[src/hdl/dsc_pkg.sv]
// Shared types and constants for the depth-to-spectrum color pipeline.
package dsc_pkg;

    localparam int TOLERANCE    = 5;
    localparam int Q_BITS       = 19;
    localparam int W_BITS       = 20;
    localparam int FRAC_BITS    = 17;
    localparam int RAMP_BITS    = 17;
    localparam int RAMP_X_BITS  = 23;
    localparam int FADE_X_BITS  = 22;
    localparam int RECIP_BITS   = 28;
    localparam int K_BITS       = 7;
    localparam int CFG_IDX_BITS = 1;

    localparam logic [CFG_IDX_BITS-1:0] CFG_DEPTH_LOW  = CFG_IDX_BITS'(0);
    localparam logic [CFG_IDX_BITS-1:0] CFG_DEPTH_HIGH = CFG_IDX_BITS'(1);

    // Wavelength breakpoints in units of 1/1024 nm.
    localparam logic [W_BITS-1:0] NM_350 = W_BITS'(350 * 1024);
    localparam logic [W_BITS-1:0] NM_420 = W_BITS'(420 * 1024);
    localparam logic [W_BITS-1:0] NM_440 = W_BITS'(440 * 1024);
    localparam logic [W_BITS-1:0] NM_490 = W_BITS'(490 * 1024);
    localparam logic [W_BITS-1:0] NM_510 = W_BITS'(510 * 1024);
    localparam logic [W_BITS-1:0] NM_580 = W_BITS'(580 * 1024);
    localparam logic [W_BITS-1:0] NM_645 = W_BITS'(645 * 1024);
    localparam logic [W_BITS-1:0] NM_680 = W_BITS'(680 * 1024);
    localparam logic [W_BITS-1:0] NM_750 = W_BITS'(750 * 1024);

    localparam logic [FRAC_BITS-1:0] FRAC_ONE  = FRAC_BITS'(65536);
    localparam logic [FRAC_BITS-1:0] FADE_BASE = FRAC_BITS'(19661);
    localparam logic [RAMP_BITS-1:0] FADE_SPAN = RAMP_BITS'(45875);

    // Ramp span in nm; a ramp is floor(num * 64 / span).
    localparam logic [K_BITS-1:0] K_90 = K_BITS'(90);
    localparam logic [K_BITS-1:0] K_50 = K_BITS'(50);
    localparam logic [K_BITS-1:0] K_20 = K_BITS'(20);
    localparam logic [K_BITS-1:0] K_70 = K_BITS'(70);
    localparam logic [K_BITS-1:0] K_65 = K_BITS'(65);

    // floor(2^32 / span): the estimate is low by at most one.
    localparam logic [RECIP_BITS-1:0] RECIP_90 = RECIP_BITS'((64'd1 << 32) / 64'd90);
    localparam logic [RECIP_BITS-1:0] RECIP_50 = RECIP_BITS'((64'd1 << 32) / 64'd50);
    localparam logic [RECIP_BITS-1:0] RECIP_20 = RECIP_BITS'((64'd1 << 32) / 64'd20);
    localparam logic [RECIP_BITS-1:0] RECIP_70 = RECIP_BITS'((64'd1 << 32) / 64'd70);
    localparam logic [RECIP_BITS-1:0] RECIP_65 = RECIP_BITS'((64'd1 << 32) / 64'd65);

    typedef enum logic [2:0] {
        SEG_VIOLET,
        SEG_BLUE,
        SEG_CYAN,
        SEG_GREEN,
        SEG_YELLOW,
        SEG_RED
    } t_seg;

    typedef struct packed {
        logic frame_end;
        logic in_band;
    } t_pix_ctl;

    typedef struct packed {
        t_seg     seg;
        t_pix_ctl ctl;
    } t_ramp_side;

endpackage

[src/hdl/dsc_cdiv.sv]
// Division by a small constant through a reciprocal multiply and one correction step.
module dsc_cdiv #(
    parameter int X_BITS    = 23,
    parameter int SIDE_BITS = 1
) (
    input  logic                             i_clk,
    input  logic [X_BITS-1:0]                i_x,
    input  logic [dsc_pkg::K_BITS-1:0]       i_k,
    input  logic [dsc_pkg::RECIP_BITS-1:0]   i_m,
    input  logic [SIDE_BITS-1:0]             i_side,
    output logic [dsc_pkg::RAMP_BITS-1:0]    o_q,
    output logic [SIDE_BITS-1:0]             o_side
);
    import dsc_pkg::*;

    localparam int PW = X_BITS + RECIP_BITS;

    logic [PW-1:0]        r_prod;
    logic [X_BITS-1:0]    r_xa;
    logic [K_BITS-1:0]    r_ka;
    logic [SIDE_BITS-1:0] r_sa;

    logic [RAMP_BITS-1:0] n_q0;
    logic [X_BITS-1:0]    r_qk;
    logic [RAMP_BITS-1:0] r_qb;
    logic [X_BITS-1:0]    r_xb;
    logic [K_BITS-1:0]    r_kb;
    logic [SIDE_BITS-1:0] r_sb;

    logic [X_BITS-1:0]    n_rem;
    logic [RAMP_BITS-1:0] r_q;
    logic [SIDE_BITS-1:0] r_sc;

    always_ff @(posedge i_clk) begin
        r_prod <= PW'(i_x) * PW'(i_m);
        r_xa   <= i_x;
        r_ka   <= i_k;
        r_sa   <= i_side;
    end

    assign n_q0 = r_prod[32 +: RAMP_BITS];

    always_ff @(posedge i_clk) begin
        r_qk <= X_BITS'(n_q0) * X_BITS'(r_ka);
        r_qb <= n_q0;
        r_xb <= r_xa;
        r_kb <= r_ka;
        r_sb <= r_sa;
    end

    // The estimate is never high, so the remainder is non-negative and below twice k.
    assign n_rem = r_xb - r_qk;

    always_ff @(posedge i_clk) begin
        r_q  <= (n_rem >= X_BITS'(r_kb)) ? (r_qb + RAMP_BITS'(1)) : r_qb;
        r_sc <= r_sb;
    end

    assign o_q    = r_q;
    assign o_side = r_sc;

endmodule

[config.mk]
export PLATFORM = sky130hd
export DESIGN_NAME = dsc_cdiv
export DESIGN_NICKNAME = d
export VERILOG_FILES = /design/src/hdl/dsc_pkg.sv /design/src/hdl/dsc_cdiv.sv
export SDC_FILE = /design/constraint.sdc
export NUM_CORES = 2
export LEC_CHECK = 0
export ABC_AREA = 1
export BUFFER_PORTS_ARGS = -buffer_cell sky130_fd_sc_hd__buf_2
export CAP_MARGIN = 15
export CORE_UTILIZATION = 50
export CTS_CLUSTER_DIAMETER = 150
export DETAILED_ROUTE_END_ITERATION = 10
export GPL_ROUTABILITY_DRIVEN = 1
export PLACE_DENSITY = 0.62
export SYNTH_ARGS = -nofsm -noshare
export SYNTH_HDL_FRONTEND = slang
export SYNTH_SLANG_ARGS = --single-unit
[constraint.sdc]
create_clock -name i_clk -period 8.55 [get_ports i_clk]
set_clock_uncertainty 0.05 [all_clocks]
set_input_delay 1.71 -clock i_clk [delete_from_list [all_inputs] [get_ports i_clk]]
set_output_delay 1.71 -clock i_clk [all_outputs]
set_load 0.03 [all_outputs]
# Yosys cells after proc, flatten, opt, wreduce, memory -nomap -nowiden
# Cells that the tools add are included.
[classes]
addsub = 2
multipliers = 2
magnitude_cmp = 1
mux = 1
[ops]
columns = ["operator", "n"]
rows = [
  ["$mul A23 B28 Y49", 1],
  ["$ge A23 B7 Y1", 1],
  ["$mul A17 B7 Y23", 1],
  ["$sub A23 B23 Y23", 1],
  ["$add A17 B1 Y17 const B", 1],
  ["$mux W17", 1],
]
[word_totals]
register_bits = 169
input_bits = 60
output_inout_bits = 18
elab_cells = 17

# Logic depth before layout (Yosys ltp)
[depth]
word_depth = 3
ltp_mapped = 29
ltp_nobuf = 27

# Least setup slack after synthesis
# Ideal clock, no wire load.
[synth_path]
kind = "input to register"
startpoint = "input i_x[8]"
endpoint = "register r_prod[40]"
arrival_ns = 7.475
required_ns = 8.428
setup_slack_ns = 0.953
path_stages = 24
path_cell_list = "clkbuf_1 -> clkbuf_1 -> nand2_1 -> fa_1 -> inv_1 -> fa_1 -> inv_1 -> fa_1 -> fa_1 -> inv_1 -> fa_1 -> fa_1 -> inv_1 -> fa_1 -> inv_1 -> ha_1 -> nand2_1 -> nor2_1 -> nand2_1 -> nor2_1 -> nand4_1 -> and3_1 -> o21ai_0 -> xor2_1"
[synth_between]
elab_chain_cells = 1
[synth_lines]
columns = ["item", "line_no", "text"]
rows = [
  ["start, declared", "dsc_cdiv.sv:7", "input logic [X_BITS-1:0] i_x,"],
  ["$mul A23 B28 Y49", "dsc_cdiv.sv:35", "r_prod <= PW'(i_x) * PW'(i_m);"],
  ["end signal, assigned", "dsc_cdiv.sv:35", ""],
  ["end, declared", "dsc_cdiv.sv:18", "logic [PW-1:0] r_prod;"],
]
# Every way passes these cells.

# Final worst setup path
[layout_path]
startpoint = "input i_x[10]"
endpoint = "register r_prod[40]"
# The elaborated chain is that of the path after synthesis.

==> metrics.md <==
| Metric | Value |
|---|---|
| Status | `finished, violations left` |
| Violated checks | `design-rule violations` |
| Total CTS buffers | `17` |
| Sequential area share after synthesis | `0.09128` |
| Number of global-route vias before repair | `between 20,000 and 25,000` |
| CP Class | `in2reg` |
| Transition at the pin with the smallest max-transition slack | `0.8630 ns` |
| Data arrival time of the critical path | `between 7 and 8 ns` |
| Residual DRC | `12` |
| Top routing layer in use | `met4` |
| Slack of the critical path | `0.8934 ns` |
| Share of Yosys cell area claimed by the top area cell type | `0.4097` |
| Critical path launch point type | `input pin` |
| Number of instances resized during post-cts repair | `0` |
| Min Clock Period, post-route | `7.657 ns` |
| Top-level I/O count | `78` |
| Dominant cell type by count on the critical path | `fa_1` |
| Dominant synthesized flop cell | `dfxtp_1` |
| Register clock-pin slew on the reported worst setup and hold paths | `0.06 ns` |
| CTS tree | `done` |
| CP cell instances | `buf_2 > buf_4 > nand2_1 > fa_1 > inv_1 > fa_1 > fa_1 > fa_1 > fa_1 > fa_1 > inv_1 > fa_1 > inv_1 > ha_1 > nand2_1 > nor2_1 > nand2_1 > nor2_1 > nand4_1 > and3_1 > o21ai_0 > xor2_1` |
| DP HPWL | `66,300 um` |
| Full die area | `0.06108 mm2` |
| DRC marker count from the first detailed-route iteration | `1,634` |
| Post-placement worst setup slack | `0.5163 ns` |
| Clock Sinks | `roughly 140` |
| Cell Area, Synth | `0.03005 mm2` |
| Post-route cell area | `0.03169 mm2` |
| Setup Buffers After CTS | `0` |
| Synth top cells by count | `inv_1, nand2_1, fa_1` |
| RSZ-0062 raised after global routing | `false` |
| Area of all sequential standard cells | `0.002743 mm2` |
| CP required | `8.86 ns` |
| Final-layout setup total negative slack | `0 ns` |
| H-Tree Level Count | `4` |
| Hold Crit Class | `reg2reg` |
| Cell types occupying the most area after synthesis | `fa_1, inv_1, nand2_1` |
| Average wire per standard cell | `17.10 um` |
| Antenna Nets Post-Route | `0` |
| Number of cells on the worst hold path | `0` |
| Met2 wire length | `approximately 36,000 um` |
| M1 wire length | `36,470 um` |
| FF+latch count, synth | `between 100 and 150` |
| Hold-fix buffers, CTS | `0` |
| Final core utilization | `0.5349` |
| Post-synthesis cell type with the largest combined area | `fa_1` |
| Met3 WL | `approximately 5300 um` |
| Hold violation count in the final report | `0` |
| Chip Height | `roughly 250 um` |
| Growth of design area from synthesis to finish | `5.467%` |
| Synth warnings | `0` |
| Number of max-cap violations | `0` |
| Total nets after synthesis | `4,798` |
| Detailed-route vias per instance | `5.049` |
| Peak clock frequency supported by timing | `around 130 MHz` |
| Total global routing overflow | `0` |
| Post-synth ARST share | `0` |
| Critical path capture point type | `flip-flop` |
| Chip Width | `between 200 and 250 um` |
| First-pass GRT wire length | `131,400 um` |
| Max-Slew Margin vs Limit | `0.4239` |
| Final weighted congestion in routability-driven placement | `roughly 0.96` |
| Count of mapped cells out of synthesis | `3,892` |
| Via total after detailed routing | `23,560` |
| WL final | `79,810 um` |
| Clock latency on the worst-skew pair | `about 0.43 ns` |
| Core region area | `0.05924 mm2` |
| Distinct cell type count of the synthesized netlist | `44` |
| Most common cell in the synthesized netlist | `inv_1` |
| Number of synthesized flops with an enable pin | `0` |
| Overall routing resource usage | `0.2795` |
| First-pass detailed-route iteration total | `8` |
| Starting utilization of the core area | `0.5072` |
| Critical path peak fanout | `17` |
| Number of placement rows | `89` |
| Number of slew-limit violations in the final report | `0` |
| Post-detailed-placement cell area | `0.03114 mm2` |
| Initial antenna violation count | `2` |
| Cell depth of the worst flop-to-flop path | `18` |
| Critical-path top delay cell | `fa_1` |
| Clk Tree Root Cell | `clkbuf_16` |
| Multi-input gate area in the final layout | `around 0.023 mm2` |
| Clock Tree Buf Depth | `2` |
| Number of port buffers | `77` |
| Synthesized area per cell | `7.720 um2` |
| Number of nets in the layout | `4,785` |
| # setup viols final | `0` |
| Longest individual stage delay on the worst path | `0.56 ns` |
| Maximum number of pins on one net before global-route repair | `30` |
| Number of filler cells placed in the layout | `5,749` |
| Final worst-path cycle share | `0.8955` |
| Share of final-layout standard cells stronger than drive strength 1 | `0.05319` |
-- layout make-up --
class | count | share of cell area
Clock buffer | 20 | 0.01441
Tap cell | 773 | 0.03052
Clock inverter | 12 | 0.002922
Sequential cell | 137 | 0.08654
Antenna cell | 2 | 0.0001579
Inverter | 1120 | 0.1327
Multi-Input combinational cell | 2492 | 0.7113
Timing Repair Buffer | 111 | 0.02140
-- sequential cells by signal (all words and copies together), names as in the netlist --
signal	cells
o_side	1
r_ka	7
r_xb	23
r_kb	7
r_sa	1
r_prod	17
o_q	17
r_qb	17
r_xa	23
r_qk	23
r_sb	1
-- cell usage in the layout (no fill, tap or decap), types with 9 or more instances in the layout --
master     instances
inv_1           1106
nand2_1         1087
fa_1             615
ha_1             231
dfxtp_1          137
nor2_1           123
a21oi_1           82
buf_2             77
nand3_1           69
o21ai_0           59
xor2_1            43
buf_4             31
xnor2_1           25
o21bai_1          19
clkbuf_16         17
a31oi_1           16
nand4_1           16
nand2_2           15
nand3_2           15
nor3_1            14
a21o_1            13
nor2_2            12
inv_2             12
nor4_1             9
-- routing by layer --
metal	track usage	vias to the layer above
met2	0.4412	732
met5	0	-
met1	0.4077	11650
li1	-	11070
met4	0.06554	0
met3	0.03484	107
-- critical path, delay by kind of cell --
| family | cells | cell delay (ns) |
|---|---|---|
| adders and majority gates | 8 | 3.83 |
| and+or+nand+nor | 7 | 1.14 |
| buffers and inverters | 5 | 0.95 |
| xor gates and xnor gates | 1 | 0.15 |
| AOI/OAI and AO/OA | 1 | 0.18 |
-- final timing paths --
check | startpoint | end | slack (ns)
hold reg to reg | r_xa[14] | r_xb[14] | 0.27
setup reg to reg | r_ka[1] | r_qk[18] | 3.42
setup / recovery | i_x[10] | r_prod[40] | 0.89
hold / removal | r_xa[14] | r_xb[14] | 0.27
-- through the flow --
stage                     hold slack [ns]  std cells
after floorplan                    0.2596       3892
final                              0.2684       4667
after detailed placement           0.2621       4633
after global placement             0.2604       4633
after global routing               0.2785       4667
after CTS                          0.2683       4665
-- logic make-up (layout without fill, tap and decap cells) --
| logic type | after synthesis | count (layout) | synth area share |
|---|---|---|---|
| other | 0 | 2 | 0 |
| AND/OR/NAND/NOR | 1371 | 1371 | 0.1848 |
| AO/OA/AOI/OAI | 207 | 207 | 0.03968 |
| buffers and inverters | 1263 | 1263 | 0.1585 |
| XOR/XNOR | 68 | 68 | 0.01982 |
| adder cells (fa/ha/maj) | 846 | 846 | 0.5059 |
| flip-flops | 137 | 137 | 0.09128 |
Power is not shown: default switching activity piles up to over one toggle a cycle in this logic, so the estimate is an artifact.
