$ cat config.mk
export PLATFORM = sky130hd
export DESIGN_NAME = dsc_div
export DESIGN_NICKNAME = d
export VERILOG_FILES = /design/src/hdl/dsc_pkg.sv /design/src/hdl/dsc_div.sv
export SDC_FILE = /design/constraint.sdc
export NUM_CORES = 1
export LEC_CHECK = 0
export BUFFER_PORTS_ARGS = -buffer_cell sky130_fd_sc_hd__buf_2
export CORE_ASPECT_RATIO = 1.25
export CORE_MARGIN = 2
export CORE_UTILIZATION = 40
export DETAILED_ROUTE_END_ITERATION = 12
export SYNTH_ARGS = -nofsm -noshare
export SYNTH_HDL_FRONTEND = slang
export SYNTH_SLANG_ARGS = --single-unit
$ cat constraint.sdc
create_clock -name i_clk -period 3.45 [get_ports i_clk]
set_input_delay 0.69 -clock i_clk [delete_from_list [all_inputs] [get_ports i_clk]]
set_output_delay 0.69 -clock i_clk [all_outputs]
set_load 0.03 [all_outputs]
$ cat src/hdl/dsc_pkg.sv
// Shared types and constants for the depth-to-spectrum color pipeline.
package dsc_pkg;

    localparam int TOLERANCE    = 5;
    localparam int Q_BITS       = 19;
    localparam int W_BITS       = 20;
    localparam int FRAC_BITS    = 17;
    localparam int RAMP_BITS    = 17;
    localparam int RAMP_X_BITS  = 23;
    localparam int FADE_X_BITS  = 22;
    localparam int RECIP_BITS   = 28;
    localparam int K_BITS       = 7;
    localparam int CFG_IDX_BITS = 1;

    localparam logic [CFG_IDX_BITS-1:0] CFG_DEPTH_LOW  = CFG_IDX_BITS'(0);
    localparam logic [CFG_IDX_BITS-1:0] CFG_DEPTH_HIGH = CFG_IDX_BITS'(1);

    // Wavelength breakpoints in units of 1/1024 nm.
    localparam logic [W_BITS-1:0] NM_350 = W_BITS'(350 * 1024);
    localparam logic [W_BITS-1:0] NM_420 = W_BITS'(420 * 1024);
    localparam logic [W_BITS-1:0] NM_440 = W_BITS'(440 * 1024);
    localparam logic [W_BITS-1:0] NM_490 = W_BITS'(490 * 1024);
    localparam logic [W_BITS-1:0] NM_510 = W_BITS'(510 * 1024);
    localparam logic [W_BITS-1:0] NM_580 = W_BITS'(580 * 1024);
    localparam logic [W_BITS-1:0] NM_645 = W_BITS'(645 * 1024);
    localparam logic [W_BITS-1:0] NM_680 = W_BITS'(680 * 1024);
    localparam logic [W_BITS-1:0] NM_750 = W_BITS'(750 * 1024);

    localparam logic [FRAC_BITS-1:0] FRAC_ONE  = FRAC_BITS'(65536);
    localparam logic [FRAC_BITS-1:0] FADE_BASE = FRAC_BITS'(19661);
    localparam logic [RAMP_BITS-1:0] FADE_SPAN = RAMP_BITS'(45875);

    // Ramp span in nm; a ramp is floor(num * 64 / span).
    localparam logic [K_BITS-1:0] K_90 = K_BITS'(90);
    localparam logic [K_BITS-1:0] K_50 = K_BITS'(50);
    localparam logic [K_BITS-1:0] K_20 = K_BITS'(20);
    localparam logic [K_BITS-1:0] K_70 = K_BITS'(70);
    localparam logic [K_BITS-1:0] K_65 = K_BITS'(65);

    // floor(2^32 / span): the estimate is low by at most one.
    localparam logic [RECIP_BITS-1:0] RECIP_90 = RECIP_BITS'((64'd1 << 32) / 64'd90);
    localparam logic [RECIP_BITS-1:0] RECIP_50 = RECIP_BITS'((64'd1 << 32) / 64'd50);
    localparam logic [RECIP_BITS-1:0] RECIP_20 = RECIP_BITS'((64'd1 << 32) / 64'd20);
    localparam logic [RECIP_BITS-1:0] RECIP_70 = RECIP_BITS'((64'd1 << 32) / 64'd70);
    localparam logic [RECIP_BITS-1:0] RECIP_65 = RECIP_BITS'((64'd1 << 32) / 64'd65);

    typedef enum logic [2:0] {
        SEG_VIOLET,
        SEG_BLUE,
        SEG_CYAN,
        SEG_GREEN,
        SEG_YELLOW,
        SEG_RED
    } t_seg;

    typedef struct packed {
        logic frame_end;
        logic in_band;
    } t_pix_ctl;

    typedef struct packed {
        t_seg     seg;
        t_pix_ctl ctl;
    } t_ramp_side;

endpackage

$ cat src/hdl/dsc_div.sv
// Pipelined restoring divider: one quotient bit per register stage.
module dsc_div #(
    parameter int DEPTH_BITS = 11
) (
    input  logic                                   i_clk,
    input  logic                                   i_rst_n,
    input  logic                                   i_v,
    input  logic [DEPTH_BITS+dsc_pkg::Q_BITS-1:0]  i_num,
    input  logic [DEPTH_BITS-1:0]                  i_den,
    input  dsc_pkg::t_pix_ctl                      i_ctl,
    output logic                                   o_v,
    output logic [dsc_pkg::Q_BITS-1:0]             o_q,
    output dsc_pkg::t_pix_ctl                      o_ctl
);
    import dsc_pkg::*;

    localparam int NW = DEPTH_BITS + Q_BITS;

    logic [NW-1:0]         w_rem [Q_BITS];
    logic [Q_BITS-1:0]     w_q   [Q_BITS+1];
    logic [DEPTH_BITS-1:0] w_den [Q_BITS+1];
    t_pix_ctl              w_ctl [Q_BITS+1];
    logic                  w_v   [Q_BITS+1];

    assign w_rem[0] = i_num;
    assign w_q[0]   = '0;
    assign w_den[0] = i_den;
    assign w_ctl[0] = i_ctl;
    assign w_v[0]   = i_v;

    // The quotient is known to fit Q_BITS bits, so stage s tries bit Q_BITS-1-s.
    for (genvar s = 0; s < Q_BITS; s++) begin : g_stage
        localparam int B = Q_BITS - 1 - s;

        logic [NW-1:0]         n_shifted;
        logic                  n_ge;
        logic [Q_BITS-1:0]     r_q;
        logic [DEPTH_BITS-1:0] r_den;
        t_pix_ctl              r_ctl;
        logic                  r_v;

        assign n_shifted = NW'(w_den[s]) << B;
        assign n_ge      = w_rem[s] >= n_shifted;

        always_ff @(posedge i_clk) begin
            if (!i_rst_n) begin
                r_v <= 1'b0;
            end else begin
                r_v <= w_v[s];
            end
        end

        always_ff @(posedge i_clk) begin
            r_q   <= w_q[s] | (Q_BITS'(n_ge) << B);
            r_den <= w_den[s];
            r_ctl <= w_ctl[s];
        end

        if (s < Q_BITS - 1) begin : g_rem
            logic [NW-1:0] r_rem;

            always_ff @(posedge i_clk) begin
                r_rem <= n_ge ? (w_rem[s] - n_shifted) : w_rem[s];
            end

            assign w_rem[s+1] = r_rem;
        end

        assign w_q[s+1]   = r_q;
        assign w_den[s+1] = r_den;
        assign w_ctl[s+1] = r_ctl;
        assign w_v[s+1]   = r_v;
    end

    assign o_v   = w_v[Q_BITS];
    assign o_q   = w_q[Q_BITS];
    assign o_ctl = w_ctl[Q_BITS];

endmodule

After elaboration in Yosys (flattened, before gate mapping)
Index checks and enable logic that the tools add are counted.
{ "word_totals": {"ff_bits": 1138, "input_bits": 46} }
{ "classes": {"n_bitwise": 18, "muxes": 18, "order_cmp": 19, "n_addsub": 18} }
{ "op_table": {"columns": ["op", "n"], "rows": [
  ["$mux 30", 18],
  ["$ge 30x11->1", 1],
  ["$ge 30x12->1", 1],
  ["$ge 30x13->1", 1],
  ["$ge 30x14->1", 1],
  ["$ge 30x15->1", 1],
  ["$ge 30x16->1", 1],
  ["$ge 30x17->1", 1],
  ["$ge 30x18->1", 1],
  ["$ge 30x19->1", 1],
  ["$ge 30x20->1", 1],
  ["$ge 30x21->1", 1],
  ["$ge 30x22->1", 1],
  ["$ge 30x23->1", 1],
  ["$ge 30x24->1", 1],
  ["$ge 30x25->1", 1],
  ["$ge 30x26->1", 1],
  ["$ge 30x27->1", 1],
  ["$ge 30x28->1", 1],
  ["$ge 30x29->1", 1],
  ["$sub 30x12->30", 1],
  ["$sub 30x13->30", 1],
  ["$sub 30x14->30", 1],
  ["$sub 30x15->30", 1],
  ["32 further kinds", 32]
]} }

Longest topological paths before layout
Gate-level depths: netlist of run 1.
{ "depth": {"depth_word": 2, "mapped_depth": 13, "mapped_depth_nobuf": 12} }

Worst setup path after synthesis of run 1
Ideal clock, no wire load.
{ "synth_path": {"kind": "input to register", "startpoint": "input port i_num[18] (netlist name)", "endpoint": "register g_stage[0].g_rem.r_rem[27]", "arrival_ns": 2.494, "stages": 10, "setup_slack_ns": 0.810, "t_required_ns": 3.303, "n_path_buf": 1, "setup_ns": 0.147, "path_cell_list": "inv_1 -> ha_1 -> fa_1 -> nor2b_1 -> o21a_1 -> o31ai_1 -> a21oi_1 -> a41o_1 -> buf_1 -> a41oi_1"} }
{ "synth_via": {"elab_chain_len": 2} }
{ "synth_lines": {"columns": ["item", "line", "source"], "rows": [
  ["start, declared", "dsc_div.sv:8", "input logic [DEPTH_BITS+dsc_pkg::Q_BITS-1:0] i_num,"],
  ["$sub 30x29->30 / $ge 30x29->1 (equally long branches)", "dsc_div.sv:63, dsc_div.sv:43", null],
  ["$mux 30 (*)", "dsc_div.sv:63", "r_rem <= n_ge ? (w_rem[s] - n_shifted) : w_rem[s];"],
  ["end signal, assigned", "dsc_div.sv:63", null],
  ["end, declared", "dsc_div.sv:60", "logic [NW-1:0] r_rem;"]
]} }
Every way passes the cells marked *; elsewhere a longest branch is shown, timed or not.
A chain may end at the register's enable or synchronous reset.

Worst setup path in the final report of run 1
{ "layout_path": {"startpoint": "register g_stage[12].r_den[2]", "endpoint": "register g_stage[13].g_rem.r_rem[24]"} }
{ "layout_via": {"elab_chain_len": 2} }
{ "layout_lines": {"columns": ["item", "line", "source"], "rows": [
  ["start, declared", "dsc_div.sv:38", "logic [DEPTH_BITS-1:0] r_den;"],
  ["start signal, assigned", "dsc_div.sv:55", "r_den <= w_den[s];"],
  ["$sub 30x16->30 / $ge 30x16->1 (equally long branches)", "dsc_div.sv:63, dsc_div.sv:43", null],
  ["$mux 30 (*)", "dsc_div.sv:63", null],
  ["end signal, assigned", "dsc_div.sv:63", null],
  ["end, declared", "dsc_div.sv:60", null]
]} }
Marks and branches as above.

==> results of run 1 <==
[cell type report]
| cell class | count | area share [%] |
|---|---|---|
| well taps | 1187 | 3.59 |
| clock inverters | 46 | 1.40 |
| multi-input cells | 2169 | 36.9 |
| flip-flops and latches | 985 | 47.7 |
| repair buffers | 95 | 1.32 |
| clock buffers | 128 | 6.61 |
| diodes | 2 | 0.0121 |
| inverters | 277 | 2.51 |
[critical path: stages (launching register included)]
cell,delay [ns]
dfxtp_1,0.37
inv_1,0.06
ha_1,0.37
or4b_1,0.51
or3_1,0.37
o2111ai_1,0.33
nor2_1,0.08
o21a_1,0.25
buf_4,0.26
nor4_1,0.37
xor2_1,0.20
[routing by layer]
| metal | vias up | GRT usage, % |
|---|---|---|
| met5 | - | 0 |
| met4 | 0 | 6.60 |
| met3 | 154 | 2.46 |
| met2 | 413 | 28.4 |
| met1 | 11000 | 19.3 |
| li1 | 12300 | - |
[cell families after synthesis]
| group | after synthesis |
|---|---|
| buf+inv | 327 |
| xor+xnor | 290 |
| simple gates | 963 |
| fa+ha+maj | 227 |
| mux | 49 |
| flops | 985 |
| compound gates | 640 |
[repair_timing]
action / in CTS / in global routing
buffers inserted: 0 / 0
setup endpoints to repair: 0 / 1
hold endpoints to repair: 0 / 0
gates resized for setup: 0 / 1
[sequential cells by signal, indices dropped and copies added (netlist names)]
signal               cells
g_stage.g_rem.r_rem    540
g_stage.r_ctl           36
g_stage.r_den          198
g_stage.r_q            171
g_stage.r_v             18
o_ctl                    2
o_q                     19
o_v                      1
[final timing paths]
kind,cells past startpoint,to
setup / recovery,10,g_stage[13].g_rem.r_rem[24]$_DFF_P_
hold / removal,1,g_stage[0].r_ctl[0]$_DFF_P_
setup reg to reg,10,g_stage[13].g_rem.r_rem[24]$_DFF_P_
hold reg to reg,0,g_stage[13].r_ctl[1]$_DFF_P_
[layout by cell type (no fill, tap or decap), types with 18 or more instances in the layout]
master     Yosys  routed
buf_2         11      67
nor3_1        79      79
xor2_1       155     155
o211ai_1      21      21
buf_4          1      28
mux2_2        41      41
a21oi_1      210     210
o31ai_1       19      19
nor4_1        70      69
nor2_1       244     244
nand2_1      188     188
nor2b_1       39      39
nor4b_1       25      25
nand2b_1      28      28
o21ai_0      151     151
nand3_1       57      57
fa_1          18      18
clkbuf_16      0      97
a211oi_1      18      18
inv_1        271     271
xnor2_1      135     135
o21a_1        54      54
ha_1         209     209
or3_1         40      40
nand4_1       30      30
clkbuf_8       0      19
or4_1         23      23
and2_1        29      29
a21o_1        40      40
dfxtp_1      985     985
[metrics by stage]
stage | utilization, % | cells | cell area [um2] | total power [W]
5_1_grt | 46.0 | 4889 | 41400 | 0.0411
6_report | 46.0 | 4889 | 41400 | 0.0385
3_3_place_gp | 42.3 | 4713 | 38000 | 0.0279
2_1_floorplan | - | 3481 | 36200 | 0.0249
4_1_cts | 46.0 | 4887 | 41400 | 0.0389
3_5_place_dp | 42.3 | 4713 | 38000 | 0.0280
[where the power goes]
| group | internal [W] | switching [W] |
|---|---|---|
| sequential | 0.0142 | 0.00212 |
| clock | 0.00634 | 0.00435 |
| combinational | 0.00535 | 0.00616 |
| total | 0.0259 | 0.0126 |
[Yosys cell counts, types with 12 or more instances]
cell type  instances  area share (%)
or3_1             40            0.69
nor3b_1           13            0.27
fa_1              18             1.0
clkbuf_1          33            0.34
and2_1            29            0.50
nor3_1            79             1.1
nor4b_1           25            0.60
nand4_1           30            0.52
xnor2_1          135             3.3
o21a_1            54             1.1
nand3_1           57            0.79
o31ai_1           19            0.39
o211ai_1          21            0.44
ha_1             209             7.2
inv_1            271             2.8
nor2b_1           39            0.67
dfxtp_1          985              54
or2_2             12            0.21
a21oi_1          210             2.9
xor2_1           155             3.7
a31oi_1           17            0.29
mux2_2            41             1.3
nor4_1            70             1.2
nor2_1           244             2.5
nand2b_1          28            0.48
or4_1             23            0.48
a211oi_1          18            0.37
nand2_1          188             1.9
a21o_1            40            0.83
nand3b_1          12            0.25
o21ai_0          151             2.1
nand4b_1          16            0.39
o31a_1            15            0.36
==> metrics.md, run 1 <==
| Metric | Value |
|---|---|
| Post-Synth XOR/XNOR Area | 7.01% |
| Final #Nets | 3896 |
| Area Overhead vs Synth | 14.2% |
| Die Y | around 340 um |
| Filler cells | approximately 8400 |
| Part of the Yosys area used for sequential elements | between 50% and 60% |
| Flip-flop and latch area | 0.0197 mm2 |
| Number of iterations in the first detailed-routing pass | 5 |
| Netlist cell types | 99 |
| Max cap viols | 0 |
| Largest family of logic cells by synthesized area | simple AND/OR/NAND/NOR gates |
| Peak supply drop | about 0.47 mV |
| Post-Route M1 WL | between 30000 and 40000 um |
| Outcome | finished, final reports clean |
| Register bit total from synthesis | just under 1000 |
| Placeable Area | ~0.09 mm2 |
| WL met2 | approximately 36000 um |
| Gp weighted congestion | 0.849 |
| Clock net sink count | approximately 990 |
| Mapped Cells | ~3500 |
| Startpoint Class | flip-flop |
| P_leak | 17.5 nW |
| DP Worst Slack | 0.203 ns |
| IO Port Bufs | 67 |
| Vias | between 20000 and 25000 |
| Layout cells sized above 1 | under 10% |
| Syn_area_per_cell | about 10 um2 |
| Post-Synthesis Cell Area | 0.0362 mm2 |
| Flop2flop setup slack | around 0.19 ns |
| Critical path required time | 4.03 ns |
| Worst Skew | around 0.019 ns |
| Vias in the first global route | ~24000 |
| Tot GR Track Use | between 10% and 20% |
| Adder-cell area share of the yosys netlist | under 10% |
| Mux contribution to synthesized area | under 10% |
| Die Outline Area | between 0.09 and 0.1 mm2 |
| Area fraction in and, or, nand and nor cells after synthesis | between 10 and 15% |
| Iter 0 DRT Violations | ~1000 |
| Most used DFF post-synth | dfxtp_1 |
| Crit path setup slack, layout | 0.188 ns |
| CP arrival | roughly 3.8 ns |
| Congestion Overflow GR | 0 |
| CP max FO | 16 |
| Worst R2R Start | g_stage[12].r_den[2]$_DFF_P_ |
| Post-layout min period | around 3.3 ns |
| Post-route ant nets | 0 |
| Largest net degree at the start of global routing | 25 |
| Tightest Hold Check Type | input pin to flip-flop |
| Top Metal Used | met4 |
| Net Count, Synth | 3754 |
| Hold_sp | i_ctl[0] |
| Die Wd | roughly 270 um |
| I/O pin cnt | 68 |
| TritonCTS Buffers | between 90 and 100 |
| # setup viols final | 0 |
| HPWL after DPL | approximately 57000 um |
| Routed met3 length | approximately 2600 um |
| Max Slew Vio Count | 0 |
| Area of the multi-input gates | 0.0153 mm2 |
| Crit. End Element | flip-flop |
| Post-synth EDFFs | 0 |
| Rel. slew slack | a little over two fifths |
| First-pass GRT wire length | ~120000 um |
| Worst Max-Slew Pin Slew | between 0.8 and 0.9 ns |
| Smallest hold slack | roughly 0.13 ns |
| Critical path type | flip-flop to flip-flop |
| Worst-skew pair later-pin latency | 0.66 ns |
| Final period util | 94.5% |
| TritonCTS clock tree | built |
| Synth Area in Compound Gates | around 11% |
| Num rows | 123 |
| Warnings, synthesis | 0 |
| Clock transition at the registers of the reported paths | about 0.060 ns |
| Origin of the worst setup path | g_stage[12].r_den[2]$_DFF_P_ |
| Vias/cell | ~4.9 |
| Routed WL | about 74000 um |
| Clock buffer depth | 3 |
| Hold-fix buffer count after cts | 0 |
| RSZ-0062 raised after global routing | no |
| Power Density | approximately 930 mW/mm2 |
| CTS root buffer | clkbuf_16 |
| Initial antenna violation count | 2 |
| Final Hold Viols | 0 |
| Sum of negative setup slack | 0 ns |
| Maximum clock frequency | 0.307 GHz |
| H-tree depth | 3 |
| Fraction of registers with async set/reset | 0% |
| Drt wl/cell | ~15 um |
| DRC viols | 0 |
| Initial Utilization | between 40% and 50% |
(Power assumes the default switching activity.)
==> run 2: changes to the inputs <==
--- a/config.mk
+++ b/config.mk
@@ -8,8 +8,9 @@
 export BUFFER_PORTS_ARGS = -buffer_cell sky130_fd_sc_hd__buf_2
 export CORE_ASPECT_RATIO = 1.25
 export CORE_MARGIN = 2
-export CORE_UTILIZATION = 40
+export CORE_UTILIZATION = 55
 export DETAILED_ROUTE_END_ITERATION = 12
+export PLACE_DENSITY = 0.71
 export SYNTH_ARGS = -nofsm -noshare
 export SYNTH_HDL_FRONTEND = slang
 export SYNTH_SLANG_ARGS = --single-unit
==> metrics.md, run 2 (synthesized netlist as in run 1, its figures left out) <==
| Metric | Value |
|---|---|
| Most frequent cells in the layout | dfxtp_1 (985), inv_1 (271), nor2_1 (244) |
| Hold depth | 1 |
| Area Overhead vs Synth | 12.5% |
| Congestion Overflow GR | 0 |
| Final Hold Viols | 0 |
| Vias/cell | between 5 and 6 |
| Vias in the first global route | 23900 |
| Drt wl/cell | between 15 and 20 um |
| Worst-skew pair later-pin latency | 0.65 ns |
| Die Y | 291 um |
| DRC viols | 0 |
| Initial Utilization | 55.4% |
| Largest net degree at the start of global routing | 25 |
| Ant. Diodes | 0 |
| Outcome | finished, final reports clean |
| Top Registers | g_stage.g_rem.r_rem: 540 flops, g_stage.r_den: 198 flops, g_stage.r_q: 171 flops |
| Rel. slew slack | 46.0% |
| TritonCTS Buffers | 90 |
| Startpoint Class | flip-flop |
| Initial antenna violation count | 2 |
| Crit path setup slack, layout | ~0.47 ns |
| Most common cell after layout, fill and taps aside | dfxtp_1 |
| Design area | 0.0407 mm2 |
| Power Density | just over 900 mW/mm2 |
| CTS root buffer | clkbuf_16 |
| Register name with the most flops | g_stage.g_rem.r_rem |
| Critical path type | flip-flop to flip-flop |
| Critical path required time | 4.00 ns |
| Routed WL | approximately 72000 um |
| Post-route ant nets | 0 |
| Flop2flop setup slack | roughly 0.47 ns |
| HPWL after DPL | between 50000 and 60000 um |
| Max Slew Vio Count | 0 |
| Number of iterations in the first detailed-routing pass | 5 |
| H-tree depth | 3 |
| Worst Max-Slew Pin Slew | slightly above 0.8 ns |
| Sum of negative setup slack | 0 ns |
| Smallest hold slack | 0.156 ns |
| Worst R2R Start | g_stage[8].r_den[2]$_DFF_P_ |
| Maximum clock frequency | 0.335 GHz |
| Gp weighted congestion | 0.863 |
| Max cap viols | 0 |
| Crit. End Element | flip-flop |
| Tightest Hold Check Type | input pin to flip-flop |
| Filler cells | 5277 |
| Peak supply drop | 0.439 mV |
| Num rows | 105 |
| RSZ-0062 raised after global routing | no |
| Clock net sink count | slightly below 1000 |
| Crit path max-delay cell type | or4b_2 |
| Clock transition at the registers of the reported paths | about 0.070 ns |
| Final period util | around 86% |
| I/O pin cnt | approximately 70 |
| CP max FO | 4 |
| Post-layout min period | about 3 ns |
| TritonCTS clock tree | built |
| CP arrival | between 3 and 4 ns |
| P_leak | about 17 nW |
| Worst R2R End | g_stage[9].g_rem.r_rem[19]$_DFF_P_ |
| IO Port Bufs | 67 |
| Worst-path cell chain | inv_1 > ha_1 > nor2b_1 > o31a_1 > o31ai_1 > a21oi_1 > or4b_2 > a41oi_1 |
| First-pass GRT wire length | 119000 um |
| Max reg flops | 540 |
| Worst Skew | roughly 0.025 ns |
| DP Worst Slack | approximately 0.46 ns |
| Clock buffer depth | 3 |
| Post-DP Area | approximately 0.038 mm2 |
| Tot GR Track Use | between 20% and 30% |
| CP peak stage delay | about 0.64 ns |
| Final #Nets | between 3000 and 4000 |
| Placeable Area | 0.0654 mm2 |
| Die Outline Area | ~0.068 mm2 |
| Vias | between 20000 and 25000 |
| Post-cts sizing count | 0 |
| Reg2Reg Depth | 8 |
| Layout cells sized above 1 | around 9.3% |
| Worst Hold End | g_stage[0].r_den[8]$_DFF_P_ |
| Iter 0 DRT Violations | 1241 |
| Hold_sp | i_den[8] |
| Post-CTS Repair Setup Buffers | 0 |
| Die Wd | between 200 and 250 um |
| Hold-fix buffer count after cts | 0 |
| # setup viols final | 0 |
-- run 2: cell count changes in the layout (fill, tap and decap cells not counted), sizes merged --
cell / delta
clkbuf: -5
inv: -1
bufinv: -3
clkinv: +2
buf: -7
diode: -2
-- run 2: critical path: cells and delay by family (launching register included) --
family	cells	cell delay, ns
adders and majority gates	1	0.35
and+or+nand+nor	2	0.81
buffers and inverters	1	0.07
DFF	1	0.44
AOI/OAI and AO/OA	4	1.20
-- run 2: cell type report --
type                            instances  area [um2]  area share (%)
Clock buffer                          123        2620            6.42
Clock inverter                         44         542            1.33
Inverter                              277        1040            2.55
Multi-Input combinational cell       2169       15200            37.4
Sequential cell                       985       19700            48.4
Tap cell                              856        1070            2.63
Timing Repair Buffer                   88         505            1.24
-- run 2: how the worst max path moves through the flow --
stage                                             from                                  end  slack (ns)
floorplan                                    i_num[18]   g_stage[0].g_rem.r_rem[27]$_DFF_P_        0.81
global placement                             i_num[18]   g_stage[0].g_rem.r_rem[27]$_DFF_P_        0.53
detailed placement                           i_num[18]   g_stage[0].g_rem.r_rem[27]$_DFF_P_        0.46
CTS                 g_stage[10].g_rem.r_rem[7]$_DFF_P_  g_stage[11].g_rem.r_rem[21]$_DFF_P_        0.45
global route               g_stage[8].r_den[4]$_DFF_P_   g_stage[9].g_rem.r_rem[21]$_DFF_P_        0.20
finish                     g_stage[8].r_den[2]$_DFF_P_   g_stage[9].g_rem.r_rem[19]$_DFF_P_        0.47
-- run 2: per-stage QoR --
stage	utilization [%]	power, W	std cells
floorplan	-	0.0249	3481
detailed placement	57.4	0.0278	4375
global route	62.3	0.0404	4542
finish	62.3	0.0380	4542
global placement	57.4	0.0277	4375
CTS	62.3	0.0382	4542
-- run 2: where the power goes --
group / total, W / internal, W / switching (W) / leakage [nW]
Clock: 0.0102 / 0.00591 / 0.00427 / 1.53
Combinational: 0.0115 / 0.00534 / 0.00618 / 7.63
Sequential: 0.0163 / 0.0142 / 0.00211 / 8.25
-- run 2: metal layers --
metal / GRT usage (%) / routed length [um] / vias up
met5: 0 / 27 / -
met4: 8.09 / 2340 / 4
met3: 3.64 / 3330 / 152
met2: 37.2 / 34700 / 513
met1: 26.9 / 31900 / 11100
li1: - / - / 12300
==> run 3: changes to the inputs <==
--- a/config.mk
+++ b/config.mk
@@ -5,6 +5,7 @@
 export SDC_FILE = /design/constraint.sdc
 export NUM_CORES = 1
 export LEC_CHECK = 0
+export ABC_AREA = 1
 export BUFFER_PORTS_ARGS = -buffer_cell sky130_fd_sc_hd__buf_2
 export CORE_ASPECT_RATIO = 1.25
 export CORE_MARGIN = 2
==> metrics.md, run 3 <==
| Metric | Value |
|---|---|
| CP arrival | approximately 3.2 ns |
| Mapped Cells | 6077 |
| Post-CTS Repair Setup Buffers | 0 |
| Count leader, synth | nand2_1 |
| RSZ-0062 raised after global routing | no |
| Sum of negative setup slack | 0 ns |
| Worst R2R End | g_stage[16].g_rem.r_rem[4]$_DFF_P_ |
| Max cap viols | 0 |
| Most frequent cells in the layout | nand2_1 (1977), inv_1 (999), dfxtp_1 (985) |
| Netlist cell types | 51 |
| H-tree depth | 3 |
| Clock transition at the registers of the reported paths | about 0.07 ns |
| Vias in the first global route | approximately 35000 |
| Top Registers | g_stage.g_rem.r_rem: 540 flops, g_stage.r_den: 198 flops, g_stage.r_q: 171 flops |
| Largest net degree at the start of global routing | 30 |
| Max reg flops | 540 |
| HPWL after DPL | 92800 um |
| CP peak stage delay | 0.58 ns |
| Initial antenna violation count | 3 |
| Initial Utilization | 55.3% |
| Num rows | around 120 |
| Origin of the worst setup path | g_stage[15].g_rem.r_rem[2]$_DFF_P_ |
| Final period util | between 70% and 80% |
| Register bit total from synthesis | between 900 and 1000 |
| Post-Route Utilization | 61.2% |
| Peak supply drop | ~0.46 mV |
| Delay-heaviest family, CP | simple AND/OR/NAND/NOR gates |
| Power Density | 934 mW/mm2 |
| Maximum clock frequency | 0.381 GHz |
| Critical path required time | roughly 4.1 ns |
| Tightest Hold Check Type | input pin to flip-flop |
| Die Wd | around 260 um |
| Vias | between 30000 and 40000 |
| Outcome | finished, violations left |
| Final Hold Viols | 0 |
| Drt wl/cell | between 15 and 20 um |
| Tot GR Track Use | 27.9% |
| TritonCTS clock tree | built |
| Post-route ant nets | 0 |
| Worst Max-Slew Pin Slew | between 0.8 and 0.9 ns |
| Most used DFF post-synth | dfxtp_1 |
| Register name with the most flops | g_stage.g_rem.r_rem |
| I/O pin cnt | 68 |
| Warnings, synthesis | 0 |
| Setup crit end | g_stage[16].g_rem.r_rem[4]$_DFF_P_ |
| CTS root buffer | clkbuf_16 |
| Cell mode on critical path | inv_1 |
| P_leak | ~25 nW |
| Congestion Overflow GR | 0 |
| Layout cells sized above 1 | under 10% |
| Iter 0 DRT Violations | between 2000 and 2500 |
| # setup viols final | 0 |
| Critical path type | flip-flop to flip-flop |
| Worst R2R Start | g_stage[15].g_rem.r_rem[2]$_DFF_P_ |
| DRC viols | 1 |
| Instance count on the critical path | 13 |
| Filler cells | between 7000 and 8000 |
| CP max FO | 25 |
| TritonCTS Buffers | 92 |
| IO Port Bufs | 67 |
| Crit. End Element | flip-flop |
| Area of the multi-input gates | 0.0202 mm2 |
| Failing checks | design-rule violations |
| Area Overhead vs Synth | 10.7% |
| Post-cts sizing count | 0 |
| Post-synth top area share | 44.8% |
| Clock net sink count | about 990 |
| Syn_area_per_cell | slightly above 7 um2 |
| Final #Nets | between 6000 and 7000 |
| Rel. slew slack | about two fifths |
| Flip-flop and latch area | 0.0197 mm2 |
| Clock buffer depth | 3 |
| Max Slew Vio Count | 0 |
| Crit path max-delay cell type | nor2_4 |
| Worst-path cell chain | inv_1 > ha_1 > inv_1 > fa_1 > inv_1 > nor2_1 > nor2_2 > nor2_2 > nor2_4 > nand2_2 > nor2_4 > nand2_1 > o21ai_2 |
| Hold-fix buffer count after cts | 0 |
| Reg2Reg Depth | 13 |
| Post-synth EDFFs | 0 |
| Die Outline Area | between 0.08 and 0.09 mm2 |
| Post-synth top cells | nand2_1 (1977), inv_1 (999), dfxtp_1 (985), nor2_1 (628), nand3_1 (366) |
| Net Count, Synth | between 6000 and 7000 |
| Post-Synthesis Cell Area | 0.0440 mm2 |
| Post-layout min period | 2.63 ns |
| Placeable Area | 0.0797 mm2 |
| Startpoint Class | flip-flop |
| Part of the Yosys area used for sequential elements | between 40% and 50% |
| First-pass GRT wire length | 182000 um |
| Biggest area consumer among synthesized cells | dfxtp_1 |
| Vias/cell | 4.97 |
| Worst Skew | 0.0336 ns |
| Number of iterations in the first detailed-routing pass | 10 |
| Gp weighted congestion | between 0.9 and 1 |
| Most common cell after layout, fill and taps aside | nand2_1 |
| Crit path buffers/inverters | 3 |
| Flop2flop setup slack | 0.82 ns |
| Routed WL | about 110000 um |
| Fraction of registers with async set/reset | 0% |
| Die Y | ~320 um |
| Worst-skew pair later-pin latency | between 0.6 and 0.7 ns |
| Top post-synthesis cells by area | dfxtp_1 (45%), nand2_1 (17%), inv_1 (8.5%) |
==> run 3: cell types whose count changed after synthesis, moves of 51 or more <==
cell	before	now
inv_1	271	999
xor2_1	155	78
nor4_1	70	2
nor2_1	244	628
nand4_1	30	99
o21ai_0	151	87
xnor2_1	135	67
o21a_1	54	3
nand3_1	57	366
nand2_1	188	1977
==> run 3: kinds of logic after synthesis <==
group | synth area share, %
AO/OA/AOI/OAI | 5.32
XOR/XNOR | 2.88
adder cells (fa/ha/maj) | 6.76
buffers and inverters | 9.40
flip-flops | 44.8
AND/OR/NAND/NOR | 30.9
==> run 3: report_power, final <==
| part | internal [W] | switching [W] |
|---|---|---|
| clock | 0.00630 | 0.00456 |
| combinational | 0.00625 | 0.0117 |
| sequential | 0.0143 | 0.00238 |
| total | 0.0269 | 0.0187 |
==> run 3: worst min-delay path by stage <==
stage                                start                           end  slack (ns)  cells past startpoint
2_1_floorplan  g_stage[9].r_ctl[0]$_DFF_P_  g_stage[10].r_ctl[0]$_DFF_P_        0.31                      0
3_3_place_gp   g_stage[3].r_ctl[0]$_DFF_P_   g_stage[4].r_ctl[0]$_DFF_P_        0.31                      0
3_5_place_dp   g_stage[12].r_q[14]$_DFF_P_   g_stage[13].r_q[14]$_DFF_P_        0.31                      0
4_1_cts                           i_ctl[0]   g_stage[0].r_ctl[0]$_DFF_P_        0.08                      1
5_1_grt                           i_ctl[0]   g_stage[0].r_ctl[0]$_DFF_P_        0.09                      1
6_report                          i_ctl[0]   g_stage[0].r_ctl[0]$_DFF_P_        0.12                      1
==> run 3: final cells by class <==
cell class | instances | share of cell area [%]
Multi-Input combinational cell | 4040 | 41.4
Sequential cell | 985 | 40.4
Inverter | 1008 | 7.79
Clock buffer | 114 | 5.20
Tap cell | 1062 | 2.73
Clock inverter | 56 | 1.64
Timing Repair Buffer | 74 | 0.796
Antenna cell | 3 | 0.0154
==> run 3: through the flow <==
stage | total power [W] | area (um2) | setup slack [ns] | std cells | hold slack (ns)
after floorplan | 0.0295 | 44000 | 1.17 | 6077 | 0.310
after global placement | 0.0345 | 45400 | 0.737 | 7169 | 0.310
after detailed placement | 0.0347 | 45400 | 0.637 | 7169 | 0.312
after CTS | 0.0457 | 48700 | 0.821 | 7339 | 0.0784
after global routing | 0.0490 | 48800 | 0.603 | 7342 | 0.0858
final | 0.0455 | 48800 | 0.823 | 7342 | 0.115
==> run 3: metal layers <==
metal | routed length [um] | up-vias | GRT usage [%]
met5 | 0 | - | 0
met4 | 7780 | 0 | 18.4
met3 | 5010 | 325 | 3.37
met2 | 55600 | 950 | 49.0
met1 | 46400 | 16300 | 31.7
li1 | - | 19000 | -
==> run 3: worst register-to-register path, delay by kind of cell, from the launching register on <==
kind	cells	cell delay (ns)
buf+inv	3	0.25
flops	1	0.32
fa+ha+maj	2	0.58
simple gates	7	1.32
compound gates	1	0.09
